## src/rtl/core/its_pkg.sv

```systemverilog
// shared types, constants and helpers of the identifier token substituter
`timescale 1ns / 1ps
`default_nettype none

package its_pkg;

   // table geometry
   localparam int ENTRIES      = 8;
   localparam int STRING_BYTES = 16;
   localparam int RUN_MAX      = STRING_BYTES - 1;
   localparam int ENT_W        = $clog2(ENTRIES);
   localparam int POS_W        = $clog2(STRING_BYTES);
   localparam int ADDR_W       = ENT_W + POS_W;
   localparam int TBL_DEPTH    = ENTRIES * STRING_BYTES;
   localparam int CNT_W        = 4;
   localparam int BYTE_W       = 8;

   // command codes carried in the low bits of req_tuser
   localparam logic [1:0] CMD_WRITE = 2'd0;
   localparam logic [1:0] CMD_TEXT  = 2'd1;
   localparam logic [1:0] CMD_FLUSH = 2'd2;
   localparam logic [1:0] CMD_NONE  = 2'd3;

   // table part select
   localparam logic PART_KEY   = 1'b0;
   localparam logic PART_VALUE = 1'b1;

   localparam logic [BYTE_W-1:0] UNDERSCORE = 8'h5f;

   // verdict of the byte compare unit
   typedef struct packed {
      logic byte_ok;   // key byte agrees with the run at this position
      logic last_pos;  // this position decides the whole key
   } cmp_res_type;

   // letters, digits and underscore
   function automatic logic is_ident(input logic [BYTE_W-1:0] c);
      logic r;
      r = ((c >= 8'h61) && (c <= 8'h7a)) || ((c >= 8'h41) && (c <= 8'h5a)) ||
          ((c >= 8'h30) && (c <= 8'h39)) || (c == UNDERSCORE);
      return r;
   endfunction

endpackage

`default_nettype wire

```

## src/rtl/core/its_ram.sv

```systemverilog
// generic single port ram with registered read
`timescale 1ns / 1ps
`default_nettype none

module its_ram #(
   parameter int WIDTH = 8,
   parameter int DEPTH = 128
) (
   input  wire logic                     clock,
   input  wire logic                     we,
   input  wire logic [$clog2(DEPTH)-1:0] addr,
   input  wire logic [WIDTH-1:0]         wdata,
   output logic      [WIDTH-1:0]         rdata
);

   logic [WIDTH-1:0] mem_ff [DEPTH];

   // write port and registered read port share the address
   always_ff @(posedge clock) begin
      if (we) begin
         mem_ff[addr] <= wdata;
      end
      rdata <= mem_ff[addr];
   end

endmodule

`default_nettype wire

```

## src/rtl/core/its_cmp.sv

```systemverilog
// byte compare unit shared by every key position of every entry
`timescale 1ns / 1ps
`default_nettype none

module its_cmp (
   input  wire logic [its_pkg::BYTE_W-1:0] key_byte,
   input  wire logic [its_pkg::BYTE_W-1:0] run_byte,
   input  wire logic [its_pkg::CNT_W-1:0]  idx,
   input  wire logic [its_pkg::CNT_W-1:0]  run_len,
   output its_pkg::cmp_res_type            res
);
   import its_pkg::*;

   logic inside_run;
   logic at_full_end;

   // inside the run the bytes must agree, just past it the key must end
   assign inside_run  = (idx < run_len);
   assign at_full_end = (run_len == CNT_W'(RUN_MAX)) && ((idx + 1'b1) == run_len);

   always_comb begin
      res.byte_ok  = inside_run ? (key_byte == run_byte) : (key_byte == '0);
      res.last_pos = !inside_run || at_full_end;
   end

endmodule

`default_nettype wire

```

## src/rtl/core/identifier_token_substituter.sv

```systemverilog
// Identifier token substituter: collects identifier runs and swaps matching keys for values.
// The req channel carries one command per transfer: a table write, a text byte or an
// end-of-text flush (command and key/value select in req_tuser). The rsp channel returns
// output text bytes one per transfer, with rsp_tlast on the final byte caused by a request.
// csr writes the number of table entries searched; csr_ready is always high.
// Table writes, identifier bytes that only extend a run, and empty flushes give no output.
// A delimiter or flush that ends a run searches the key table with one
// shared byte compare unit, checking each key byte with a ram read then a compare, up to
// 15 positions per entry and up to 8 entries, then emits the value with one byte of
// lookahead to find its end, or the run itself, then the delimiter.
// Each key or value byte takes a read state and a check state, as the ram read is registered.
// req_tready is low while a request is being worked on.
// Output bytes leave through a single output register: while rsp_tready is low the
// sequencer holds, and a finished last byte may wait there while the next request is taken.
// Reset clears the run, the entry count and the output register; the key and value tables
// are not cleared and must be written before use.
`timescale 1ns / 1ps
`default_nettype none

module identifier_token_substituter (
   input  wire logic        clock,
   input  wire logic        reset,
   // request channel
   input  wire logic        req_tvalid,
   output logic             req_tready,
   input  wire logic [15:0] req_tdata,  // entry[2:0], pos[6:3], data_byte[14:7], zero[15]
   input  wire logic [2:0]  req_tuser,  // cmd[1:0], part[2]
   // response channel
   output logic             rsp_tvalid,
   input  wire logic        rsp_tready,
   output logic [7:0]       rsp_tdata,  // out_byte[7:0]
   output logic             rsp_tlast,
   // entry count register
   input  wire logic        csr_valid,
   output logic             csr_ready,
   input  wire logic [3:0]  csr_data
);
   import its_pkg::*;

   // sequencer states
   localparam logic [2:0] S_IDLE     = 3'd0;
   localparam logic [2:0] S_KEY_RD   = 3'd1;
   localparam logic [2:0] S_KEY_CK   = 3'd2;
   localparam logic [2:0] S_VAL_RD   = 3'd3;
   localparam logic [2:0] S_VAL_CK   = 3'd4;
   localparam logic [2:0] S_RUN_EMIT = 3'd5;
   localparam logic [2:0] S_TAIL     = 3'd6;

   // request fields
   logic [1:0]        req_cmd;
   logic              req_part;
   logic [ENT_W-1:0]  req_entry;
   logic [POS_W-1:0]  req_pos;
   logic [BYTE_W-1:0] req_byte;
   logic              req_fire;

   assign req_cmd   = req_tuser[1:0];
   assign req_part  = req_tuser[2];
   assign req_entry = req_tdata[2:0];
   assign req_pos   = req_tdata[6:3];
   assign req_byte  = req_tdata[14:7];
   assign req_fire  = req_tvalid && req_tready;

   // state
   logic [2:0]        state_ff, state_in;
   logic [CNT_W-1:0]  run_len_ff, run_len_in;
   logic              overlong_ff, overlong_in;
   logic [CNT_W-1:0]  ent_ff, ent_in;
   logic [CNT_W-1:0]  idx_ff, idx_in;
   logic              tail_ff, tail_in;
   logic [BYTE_W-1:0] cur_byte_ff, cur_byte_in;
   logic [BYTE_W-1:0] hold_ff, hold_in;
   logic              hold_vld_ff, hold_vld_in;
   logic [CNT_W-1:0]  entries_ff, entries_in;
   logic [BYTE_W-1:0] run_buf_ff [RUN_MAX];
   logic [BYTE_W-1:0] run_buf_in;
   logic              buf_we;

   // output register
   logic              rsp_valid_ff, rsp_valid_in;
   logic [BYTE_W-1:0] rsp_data_ff, rsp_data_in;
   logic              rsp_last_ff, rsp_last_in;

   // emission request from the sequencer
   logic              emit_vld;
   logic [BYTE_W-1:0] emit_byte;
   logic              emit_last;
   logic              slot_free;

   // tables
   logic              key_we, val_we;
   logic [ADDR_W-1:0] tbl_addr;
   logic [BYTE_W-1:0] key_rdata, val_rdata;

   logic [CNT_W-1:0]  lim;
   logic [BYTE_W-1:0] run_rd_byte;
   cmp_res_type       cmp_res;

   assign req_tready = (state_ff == S_IDLE);
   assign csr_ready  = 1'b1;
   assign rsp_tvalid = rsp_valid_ff;
   assign rsp_tdata  = rsp_data_ff;
   assign rsp_tlast  = rsp_last_ff;
   assign slot_free  = !rsp_valid_ff || rsp_tready;

   // searched entry count, clamped to the table size
   assign lim = (entries_ff > CNT_W'(ENTRIES)) ? CNT_W'(ENTRIES) : entries_ff;

   // table port: write address while idle, sequencer address otherwise
   assign key_we   = req_fire && (req_cmd == CMD_WRITE) && (req_part == PART_KEY);
   assign val_we   = req_fire && (req_cmd == CMD_WRITE) && (req_part == PART_VALUE);
   assign tbl_addr = (state_ff == S_IDLE) ? {req_entry, req_pos}
                                          : {ent_ff[ENT_W-1:0], idx_ff[POS_W-1:0]};

   its_ram #(.WIDTH(BYTE_W), .DEPTH(TBL_DEPTH)) u_key_ram (
      .clock (clock),
      .we    (key_we),
      .addr  (tbl_addr),
      .wdata (req_byte),
      .rdata (key_rdata)
   );

   its_ram #(.WIDTH(BYTE_W), .DEPTH(TBL_DEPTH)) u_val_ram (
      .clock (clock),
      .we    (val_we),
      .addr  (tbl_addr),
      .wdata (req_byte),
      .rdata (val_rdata)
   );

   // run byte under the compare or emit pointer, never past the last slot
   assign run_rd_byte = (idx_ff < CNT_W'(RUN_MAX)) ? run_buf_ff[idx_ff] : '0;

   its_cmp u_cmp (
      .key_byte (key_rdata),
      .run_byte (run_rd_byte),
      .idx      (idx_ff),
      .run_len  (run_len_ff),
      .res      (cmp_res)
   );

   // sequencer
   always_comb begin
      state_in    = state_ff;
      run_len_in  = run_len_ff;
      overlong_in = overlong_ff;
      ent_in      = ent_ff;
      idx_in      = idx_ff;
      tail_in     = tail_ff;
      cur_byte_in = cur_byte_ff;
      hold_in     = hold_ff;
      hold_vld_in = hold_vld_ff;
      buf_we      = 1'b0;
      run_buf_in  = req_byte;
      emit_vld    = 1'b0;
      emit_byte   = cur_byte_ff;
      emit_last   = 1'b0;

      unique case (state_ff)
         S_IDLE: begin
            if (req_fire) begin
               cur_byte_in = req_byte;
               idx_in      = '0;
               ent_in      = '0;
               hold_vld_in = 1'b0;
               // a delimiter text byte or a flush ends the pending run
               if ((req_cmd == CMD_TEXT && !is_ident(req_byte)) || req_cmd == CMD_FLUSH) begin
                  tail_in = (req_cmd == CMD_TEXT);
                  if (overlong_ff || run_len_ff == '0) begin
                     run_len_in  = '0;
                     overlong_in = 1'b0;
                     state_in    = (req_cmd == CMD_TEXT) ? S_TAIL : S_IDLE;
                  end else if (lim == '0) begin
                     state_in = S_RUN_EMIT;
                  end else begin
                     state_in = S_KEY_RD;
                  end
               end else if (req_cmd == CMD_TEXT) begin
                  tail_in = 1'b1;
                  if (overlong_ff) begin
                     state_in = S_TAIL;
                  end else if (run_len_ff < CNT_W'(RUN_MAX)) begin
                     buf_we     = 1'b1;
                     run_len_in = run_len_ff + 1'b1;
                  end else begin
                     // full run with one more identifier byte: flush it all
                     overlong_in = 1'b1;
                     state_in    = S_RUN_EMIT;
                  end
               end
            end
         end

         S_KEY_RD: begin
            state_in = S_KEY_CK;
         end

         S_KEY_CK: begin
            if (cmp_res.byte_ok && cmp_res.last_pos) begin
               idx_in   = '0;
               state_in = S_VAL_RD;
            end else if (cmp_res.byte_ok) begin
               idx_in   = idx_ff + 1'b1;
               state_in = S_KEY_RD;
            end else if ((ent_ff + 1'b1) == lim) begin
               idx_in   = '0;
               state_in = S_RUN_EMIT;
            end else begin
               ent_in   = ent_ff + 1'b1;
               idx_in   = '0;
               state_in = S_KEY_RD;
            end
         end

         S_VAL_RD: begin
            state_in = S_VAL_CK;
         end

         S_VAL_CK: begin
            // one byte of lookahead so the final byte can carry last
            if (idx_ff == CNT_W'(RUN_MAX) || val_rdata == '0) begin
               if (!hold_vld_ff || slot_free) begin
                  emit_vld    = hold_vld_ff;
                  emit_byte   = hold_ff;
                  emit_last   = !tail_ff;
                  hold_vld_in = 1'b0;
                  run_len_in  = '0;
                  overlong_in = 1'b0;
                  state_in    = tail_ff ? S_TAIL : S_IDLE;
               end
            end else if (!hold_vld_ff || slot_free) begin
               emit_vld    = hold_vld_ff;
               emit_byte   = hold_ff;
               hold_in     = val_rdata;
               hold_vld_in = 1'b1;
               idx_in      = idx_ff + 1'b1;
               state_in    = S_VAL_RD;
            end
         end

         S_RUN_EMIT: begin
            emit_vld  = 1'b1;
            emit_byte = run_rd_byte;
            emit_last = !tail_ff && ((idx_ff + 1'b1) == run_len_ff);
            if (slot_free) begin
               if ((idx_ff + 1'b1) == run_len_ff) begin
                  run_len_in = '0;
                  state_in   = tail_ff ? S_TAIL : S_IDLE;
               end else begin
                  idx_in = idx_ff + 1'b1;
               end
            end
         end

         S_TAIL: begin
            emit_vld  = 1'b1;
            emit_byte = cur_byte_ff;
            emit_last = 1'b1;
            if (slot_free) begin
               state_in = S_IDLE;
            end
         end

         default: begin
            state_in = S_IDLE;
         end
      endcase
   end

   // output register: load on emission, drain on transfer
   always_comb begin
      rsp_valid_in = rsp_valid_ff;
      rsp_data_in  = rsp_data_ff;
      rsp_last_in  = rsp_last_ff;
      if (emit_vld && slot_free) begin
         rsp_valid_in = 1'b1;
         rsp_data_in  = emit_byte;
         rsp_last_in  = emit_last;
      end else if (rsp_tready) begin
         rsp_valid_in = 1'b0;
      end
   end

   // entry count register
   assign entries_in = (csr_valid && csr_ready) ? csr_data : entries_ff;

   // control registers
   always_ff @(posedge clock) begin
      if (reset) begin
         state_ff     <= S_IDLE;
         run_len_ff   <= '0;
         overlong_ff  <= 1'b0;
         entries_ff   <= '0;
         rsp_valid_ff <= 1'b0;
         hold_vld_ff  <= 1'b0;
      end else begin
         state_ff     <= state_in;
         run_len_ff   <= run_len_in;
         overlong_ff  <= overlong_in;
         entries_ff   <= entries_in;
         rsp_valid_ff <= rsp_valid_in;
         hold_vld_ff  <= hold_vld_in;
      end
   end

   // payload registers
   always_ff @(posedge clock) begin
      ent_ff      <= ent_in;
      idx_ff      <= idx_in;
      tail_ff     <= tail_in;
      cur_byte_ff <= cur_byte_in;
      hold_ff     <= hold_in;
      rsp_data_ff <= rsp_data_in;
      rsp_last_ff <= rsp_last_in;
      if (buf_we) begin
         run_buf_ff[run_len_ff] <= run_buf_in;
      end
   end

   // run length never exceeds the buffer
   assert property (@(posedge clock) disable iff (reset)
      run_len_ff <= CNT_W'(RUN_MAX))
      else $error("run length past buffer size");

   // an overlong run leaves nothing buffered once its flush is done
   assert property (@(posedge clock) disable iff (reset)
      (state_ff == S_IDLE && overlong_ff) |-> (run_len_ff == '0))
      else $error("overlong run with buffered bytes");

   // the key search stays inside the searched entries
   assert property (@(posedge clock) disable iff (reset)
      (state_ff == S_KEY_RD || state_ff == S_KEY_CK) |-> (ent_ff < lim))
      else $error("key search past entry count");

   // a stalled output byte stays put until it is taken
   assert property (@(posedge clock) disable iff (reset)
      (rsp_valid_ff && !rsp_tready) |=>
      (rsp_valid_ff && $stable(rsp_data_ff) && $stable(rsp_last_ff)))
      else $error("output byte overwritten while stalled");

endmodule

`default_nettype wire

```

## config.mk

```make
export PLATFORM = sky130hd
export DESIGN_NAME = identifier_token_substituter
export DESIGN_NICKNAME = d
export VERILOG_FILES = /design/src/rtl/core/its_pkg.sv /design/src/rtl/core/its_ram.sv /design/src/rtl/core/its_cmp.sv /design/src/rtl/core/identifier_token_substituter.sv
export SDC_FILE = /design/constraint.sdc
export NUM_CORES = 2
export LEC_CHECK = 0
export ABC_AREA = 1
export BUFFER_PORTS_ARGS = -buffer_cell sky130_fd_sc_hd__buf_2
export CAP_MARGIN = 5
export CORE_MARGIN = 2
export CORE_UTILIZATION = 30
export CTS_CLUSTER_DIAMETER = 200
export DETAILED_ROUTE_END_ITERATION = 10
export GPL_TIMING_DRIVEN = 0
export PLACE_DENSITY_LB_ADDON = 0.08
export SYNTH_ARGS = -nofsm -noshare
export SYNTH_HDL_FRONTEND = slang
export SYNTH_SLANG_ARGS = --single-unit
```

## constraint.sdc

```tcl
create_clock -name clock -period 4.92 [get_ports clock]
set_input_delay 0.738 -clock clock [delete_from_list [all_inputs] [get_ports clock]]
set_output_delay 0.738 -clock clock [all_outputs]
set_load 0.02 [all_outputs]
```

-- Word-level counts from Yosys, hierarchy flattened
Memories as Yosys holds them, arrays and structs flattened. A register that Yosys moved wholly into a read port is not among the register bits.
Cells that the tools add are included.
- add/subtract/negate cells: 3
- multipliers: 0
- div/mod/pow operators: 0
- order comparisons: 10
- eq/ne operators: 30
- shift-type cells: 0
- mux-type cells: 83
- bitwise gates (word level): 2
- reduce and logical (&&, ||, !) cells: 48
- operators by type and width (operator ; number):
    4-bit two-way mux ; 22
    3-bit two-way mux ; 18
    1-bit two-way mux ; 31
    3-bit case mux with 7 select lines ; 1
    2-bit != test, second input constant ; 10
    8-bit by 7-bit >= comparator with 1-bit output, second input constant ; 2
    8-bit by 7-bit less-or-equal comparator with 1-bit output, second input constant ; 2
    8-bit zero test ; 2
    8-bit two-way mux ; 2
    4-bit case mux with 4 select lines ; 1
    8-bit case mux with 2 select lines ; 1
    4-bit by 1-bit adder with 4-bit output, second input constant ; 3
    1-bit logical AND ; 12
    4-bit case mux with 3 select lines ; 1
    6-bit AND reduction ; 2
    10-bit AND reduction ; 1
    3-bit equality test, second input constant ; 3
    1-bit logical OR ; 9
    3-bit AND reduction ; 3
    4-bit equality test ; 2
    4-bit equality test, second input constant ; 2
    8-bit by 7-bit equality test with 1-bit output, second input constant ; 1
    8-bit equality test ; 1
    8-bit by 6-bit >= comparator with 1-bit output, second input constant ; 1
    28 further kinds ; 43
- flip-flop bits (word level): 48
- latch bits: 0
- memory bits (writable): 2168
- ROM bits: 0
- input bits: 28
- output and inout port bits: 12
- logic and storage cells: 192
- memories kept: 3
- memories (name ; depth ; width ; read ports ; clocked after memory_dff ; write ports ; RTL line ; source):
    u_key_ram.mem_ff ; 128 ; 8 ; 1 ; 1 ; 1 ; its_ram.sv:16 ; logic [WIDTH-1:0] mem_ff [DEPTH];
    u_val_ram.mem_ff ; 128 ; 8 ; 1 ; 1 ; 1 ; its_ram.sv:16 ;
    run_buf_ff ; 15 ; 8 ; 1 ; 1 ; 1 ; identifier_token_substituter.sv:75 ; logic [BYTE_W-1:0] run_buf_ff [RUN_MAX];

-- Logic depth before layout (Yosys ltp)
- depth after elaboration: 13
- mapped depth: 20
- depth with buffers taken out: 18

-- By module
Synthesis repeated with hierarchy kept, for this count alone.
- cell total of the unflattened synthesis: 9621
- area, all modules: 96063.4 um^2
- by module, submodules not included (module ; instances ; cells an instance ; area each (um^2) ; sequential area each (um^2)):
    its_ram ; 2 ; 4402 ; 43975.9 ; 30909.6
    identifier_token_substituter ; 1 ; 751 ; 7775.0 ; 4984.8
    its_cmp ; 1 ; 66 ; 336.6 ; 0.0

-- Least setup slack after synthesis
No wires, ideal clock.
- path type: in2reg
- start point: input req_tvalid
- end point: memory u_key_ram.mem_ff[108][0], enable pin
- arrival: 2.658 ns
- data required time: 4.537 ns
- slack: 1.878 ns
- stages on the path: 8
- path buffers: 2
- cells stage by stage: inv_1 > nor2_1 > inv_1 > nor3_1 > nand2_1 > clkbuf_1 > clkbuf_1 > nor3_1
- longest elaborated chain between the ends: 5
- RTL lines (what ; RTL line ; source):
    from (decl) ; identifier_token_substituter.sv:24 ; input wire logic req_tvalid,
    1-bit logical AND ; identifier_token_substituter.sv:62 ; assign req_fire = req_tvalid && req_tready;
    1-bit logical AND (2 in a row) ; identifier_token_substituter.sv:110 ; assign key_we = req_fire && (req_cmd == CMD_WRITE) && (req_part == PART_KEY);
    1-bit two-way mux ; its_ram.sv:20 ; if (we) begin
    1-bit two-way mux (implied by the code) ; its_ram.sv:21 ; mem_ff[addr] <= wdata;
    to (decl) ; its_ram.sv:16 ;
No other way between the ends.

-- Worst setup path after layout
- start point: register state_ff[2]
- end point: register u_key_ram.rdata[6], read port of u_key_ram.mem_ff
- longest elaborated chain between the ends: 2
- RTL lines (what ; RTL line ; source):
    from (decl) ; identifier_token_substituter.sv:65 ; logic [2:0] state_ff, state_in;
    from (signal assigned) ; identifier_token_substituter.sv:297 ; state_ff <= state_in;
    3-bit zero test ; identifier_token_substituter.sv:112 ; assign tbl_addr = (state_ff == S_IDLE) ? {req_entry, req_pos}
    7-bit two-way mux ; identifier_token_substituter.sv:112 ;
    to (decl) ; its_ram.sv:13 ; output logic [WIDTH-1:0] rdata
No other way between the ends.
A chain may end at the register's enable or synchronous reset.

==> results.sh <==
export IMPL_r2r_cells=15
export IMPL_grt_setup_unrepaired="yes"
export IMPL_areaGrowthSynthToFinish_pct=19.2
export IMPL_hold_class="in -> reg"
export IMPL_dieArea_um2=289000
export IMPL_cts_sinks=2236
export IMPL_synth_area_um2=85300
export IMPL_rows=195
export IMPL_place_area_um2=94000
export IMPL_skew_ns=0.0736
export IMPL_die_h_um=537
export IMPL_ys_types=53
export IMPL_cp_required_ns=5.65
export IMPL_fin_crit_ns=5.13
export IMPL_synth_top_cell_by_area="edfxtp_1"
export IMPL_cp_top_family="simple AND/OR/NAND/NOR gates"
export IMPL_postSynthCellCount=5732
export IMPL_tightest_slew_ns=1.73
export IMPL_drt_total_wl_mm=481
export IMPL_setup_viol=59
export IMPL_design_area_um2=102000
export IMPL_hold_viol=0
export IMPL_io_pins=40
export IMPL_antenna_left=0
export IMPL_clock_power_share=0.259
export IMPL_ir_worst_vdd_mv=0.787
export IMPL_slew_headroom=-0.167
export IMPL_max_freq_ghz=0.195
export IMPL_ys_async_sr_fraction=0
export IMPL_drv_slew=24
export IMPL_finalCritPeriodShare=1.04
export IMPL_clock_latency_ns=0.96
export IMPL_rrSetupSlack_ns=-0.21
export IMPL_grt_pass1_vias=54800
export IMPL_synth_fp_nets=5770
export IMPL_status="complete, but fails checks"
export IMPL_numCtsBuffers=247
export IMPL_wl_per_cell_um=47.3
export IMPL_critPathMaxStageDelay_ns=0.94
export IMPL_cp_slowest_cell="buf_2"
export IMPL_synth_edf_count=2202
export IMPL_io_buffers=37
export IMPL_tritoncts="yes"
export IMPL_clock_root_buffer="clkbuf_16"
export IMPL_path_class="reg -> reg"
export IMPL_p_total_w=0.0688
export IMPL_rr_startpoint="state_ff[2]$_SDFFE_PP0P_"
export IMPL_min_from="csr_data[0]"
export IMPL_power_density_nw_per_um2=677
export IMPL_yosys_top_cells_count="2202 x edfxtp_1, 1039 x nand2_1, 744 x a22oi_1, 271 x nor3_1, 239 x nand4_1"
export IMPL_cts_buffer_depth=4
export IMPL_crit_start="state_ff[2]$_SDFFE_PP0P_"
export IMPL_pre_cts_slack_ns=-0.693
export IMPL_cellLeakagePower_nw=32.9
export IMPL_hold_depth=3
export IMPL_grt_pass1_wl_mm=602
export IMPL_synth_most_common_cell="edfxtp_1"
export IMPL_comb_power_share=0.431
export IMPL_postSynthAreaPerCell_um2=14.9
export IMPL_grt_max_degree=137
export IMPL_critPathLaunchType="flop"
export IMPL_first_iter_violations=11100
export IMPL_cts_hold_buf=0
export IMPL_ys_warn_count=0
export IMPL_drive_gt1_frac=0.181
export IMPL_crit_arrival_ns=5.86
export IMPL_fillers=27200
export IMPL_synth_area_leaders="edfxtp_1 77%, a22oi_1 6.5%, nand2_1 4.6%"
export IMPL_vias_per_cell=6.00
export IMPL_internal_power_w=0.0358
export IMPL_sequentialPowerShare=0.311
export IMPL_post_dp_hpwl_mm=312
export IMPL_ys_flop_type="edfxtp_1"
export IMPL_yosysSeqAreaShare=0.783
export IMPL_path_cells="inv_2, nand3_4, o21ai_2, nand3_2, inv_2, buf_2, buf_2, a22oi_1, nand4_1, nand2_1, nand2_1, nor2_1, nand2_1, nor2_1, nand2_1"
export IMPL_dr_pass1_iters=6
export IMPL_rr_endpoint="u_key_ram.rdata[6]$_DFF_P_"
export IMPL_initial_core_util=0.302
export IMPL_cp_end_kind="flop"
export IMPL_vias=61000
export IMPL_die_w_um=537
export IMPL_crit_top_cell="nand2_1"
export IMPL_yosysTopAreaCellShare=0.775
export IMPL_drc=0
export IMPL_gp_congestion=0.972
export IMPL_timing_setup_tns_ns=-3.13
export IMPL_maxCapViolCount=3
export IMPL_worst_path_max_fanout=10
export IMPL_clk_pin_slew_worst_paths_ns=0.06
export IMPL_gr_total_overflow=0
export IMPL_htree_levels=4
export IMPL_synth_seq_cells=2236
export IMPL_coreArea_um2=283000
export IMPL_antenna_found_initial=102
export IMPL_crit_buf_inv=4
export IMPL_grt_total_usage=0.326
export IMPL_nets=6248
export IMPL_netSwitchingFraction=0.480
export IMPL_violations="capacitance limit, slew limit, setup timing"
export IMPL_path_depth=15
export IMPL_final_core_util=0.360
export IMPL_p_sw_w=0.0331
export IMPL_min_to="entries_ff[0]$_SDFFE_PP0P_"
export IMPL_setup_ws_ns=-0.207
[routing by layer]
| metal | global-route usage | vias to the layer above | wire length [um] |
|---|---|---|---|
| met1 | 0.431 | 32300 | 189000 |
| met2 | 0.478 | 4545 | 207000 |
| li1 | - | 23100 | - |
| met4 | 0.192 | 36 | 31700 |
| met5 | 0 | - | 372 |
| met3 | 0.0917 | 1095 | 53300 |
[metrics by stage]
step           std cells  hold slack (ns)
6_report           10200           0.0960
5_1_grt            10100            0.124
4_1_cts            10100           0.0731
3_5_place_dp        9701            0.417
3_3_place_gp        9512            0.415
2_1_floorplan       5732            0.400
[placed cells by master, fill, tap and decap left out, types with 36 or more instances in the layout]
cell / count
diode_2: 54
clkbuf_16: 248
clkbuf_1: 132
o21ai_0: 94
buf_2: 224
a22oi_1: 744
nand2_1: 1038
nand3_1: 136
nor2_1: 161
nand4_1: 239
nor3_2: 242
clkinv_2: 36
edfxtp_1: 2202
inv_1: 163
a21oi_1: 79
buf_4: 51
buf_6: 145
clkinv_1: 44
[worst max-delay path by stage]
stage	end	slack, ns
after floorplan	u_key_ram.mem_ff[108][0]$_DFFE_PP_	1.88
after global placement	run_buf_ff[0][3]$_DFFE_PP_	-3.29
after detailed placement	u_key_ram.rdata[7]$_DFF_P_	-0.69
after CTS	u_key_ram.rdata[0]$_DFF_P_	0.009
after global routing	u_key_ram.mem_ff[48][3]$_DFFE_PP_	-0.06
final	u_key_ram.rdata[6]$_DFF_P_	-0.21
[kinds of logic after synthesis]
group | after synthesis | share of synthesized area
compound gates | 1031 | 0.0859
xor+xnor | 9 | 0.000924
fa+ha+maj | 10 | 0.00147
buf+inv | 540 | 0.0287
flops | 2236 | 0.783
other cells | 1 | 0.0000440
simple gates | 1905 | 0.100
[worst register-to-register path, cell delays in order, from the launching register on]
cell	delay (ns)
dfxtp_1	0.39
inv_2	0.14
nand3_4	0.14
o21ai_2	0.68
nand3_2	0.53
inv_2	0.20
buf_2	0.27
buf_2	0.94
a22oi_1	0.30
nand4_1	0.24
nand2_1	0.10
nand2_1	0.27
nor2_1	0.09
nand2_1	0.08
nor2_1	0.10
nand2_1	0.49
[sequential cells by signal, indices dropped and copies added, names as in the netlist, 8 cells and up, named ones only]
name,cells
u_val_ram.mem_ff,1024
run_buf_ff,120
u_key_ram.rdata,8
u_val_ram.rdata,8
cur_byte_ff,8
rsp_tdata,8
u_key_ram.mem_ff,1024
hold_ff,8
[timing repair]
action / in CTS / in global routing
buffers inserted: 2 / 0
setup endpoints to repair: 523 / 29
resized for setup: 25 / 21
[area by class of cell]
| cell class | instances | area (um2) | share of cell area |
|---|---|---|---|
| Timing Repair Buffer | 229 | 2750 | 0.0270 |
| Sequential cell | 2236 | 66800 | 0.657 |
| Tap cell | 3743 | 4680 | 0.0461 |
| Clock inverter | 99 | 797 | 0.00784 |
| Antenna cell | 54 | 135 | 0.00133 |
| Clock buffer | 326 | 6530 | 0.0642 |
| Buffer | 341 | 1800 | 0.0177 |
| Inverter | 199 | 752 | 0.00739 |
| Multi-Input combinational cell | 2956 | 17400 | 0.172 |
[power groups by stage]
stage | combinational [W] | clock, W | sequential, W
after floorplan | 0.00926 | 0 | 0.0217
after global placement | 0.0271 | 0 | 0.0219
after detailed placement | 0.0277 | 0 | 0.0218
after CTS | 0.0279 | 0.0178 | 0.0214
after global routing | 0.0286 | 0.0185 | 0.0214
final | 0.0297 | 0.0178 | 0.0214
No activity file was read; power rests on OpenSTA's default activity.
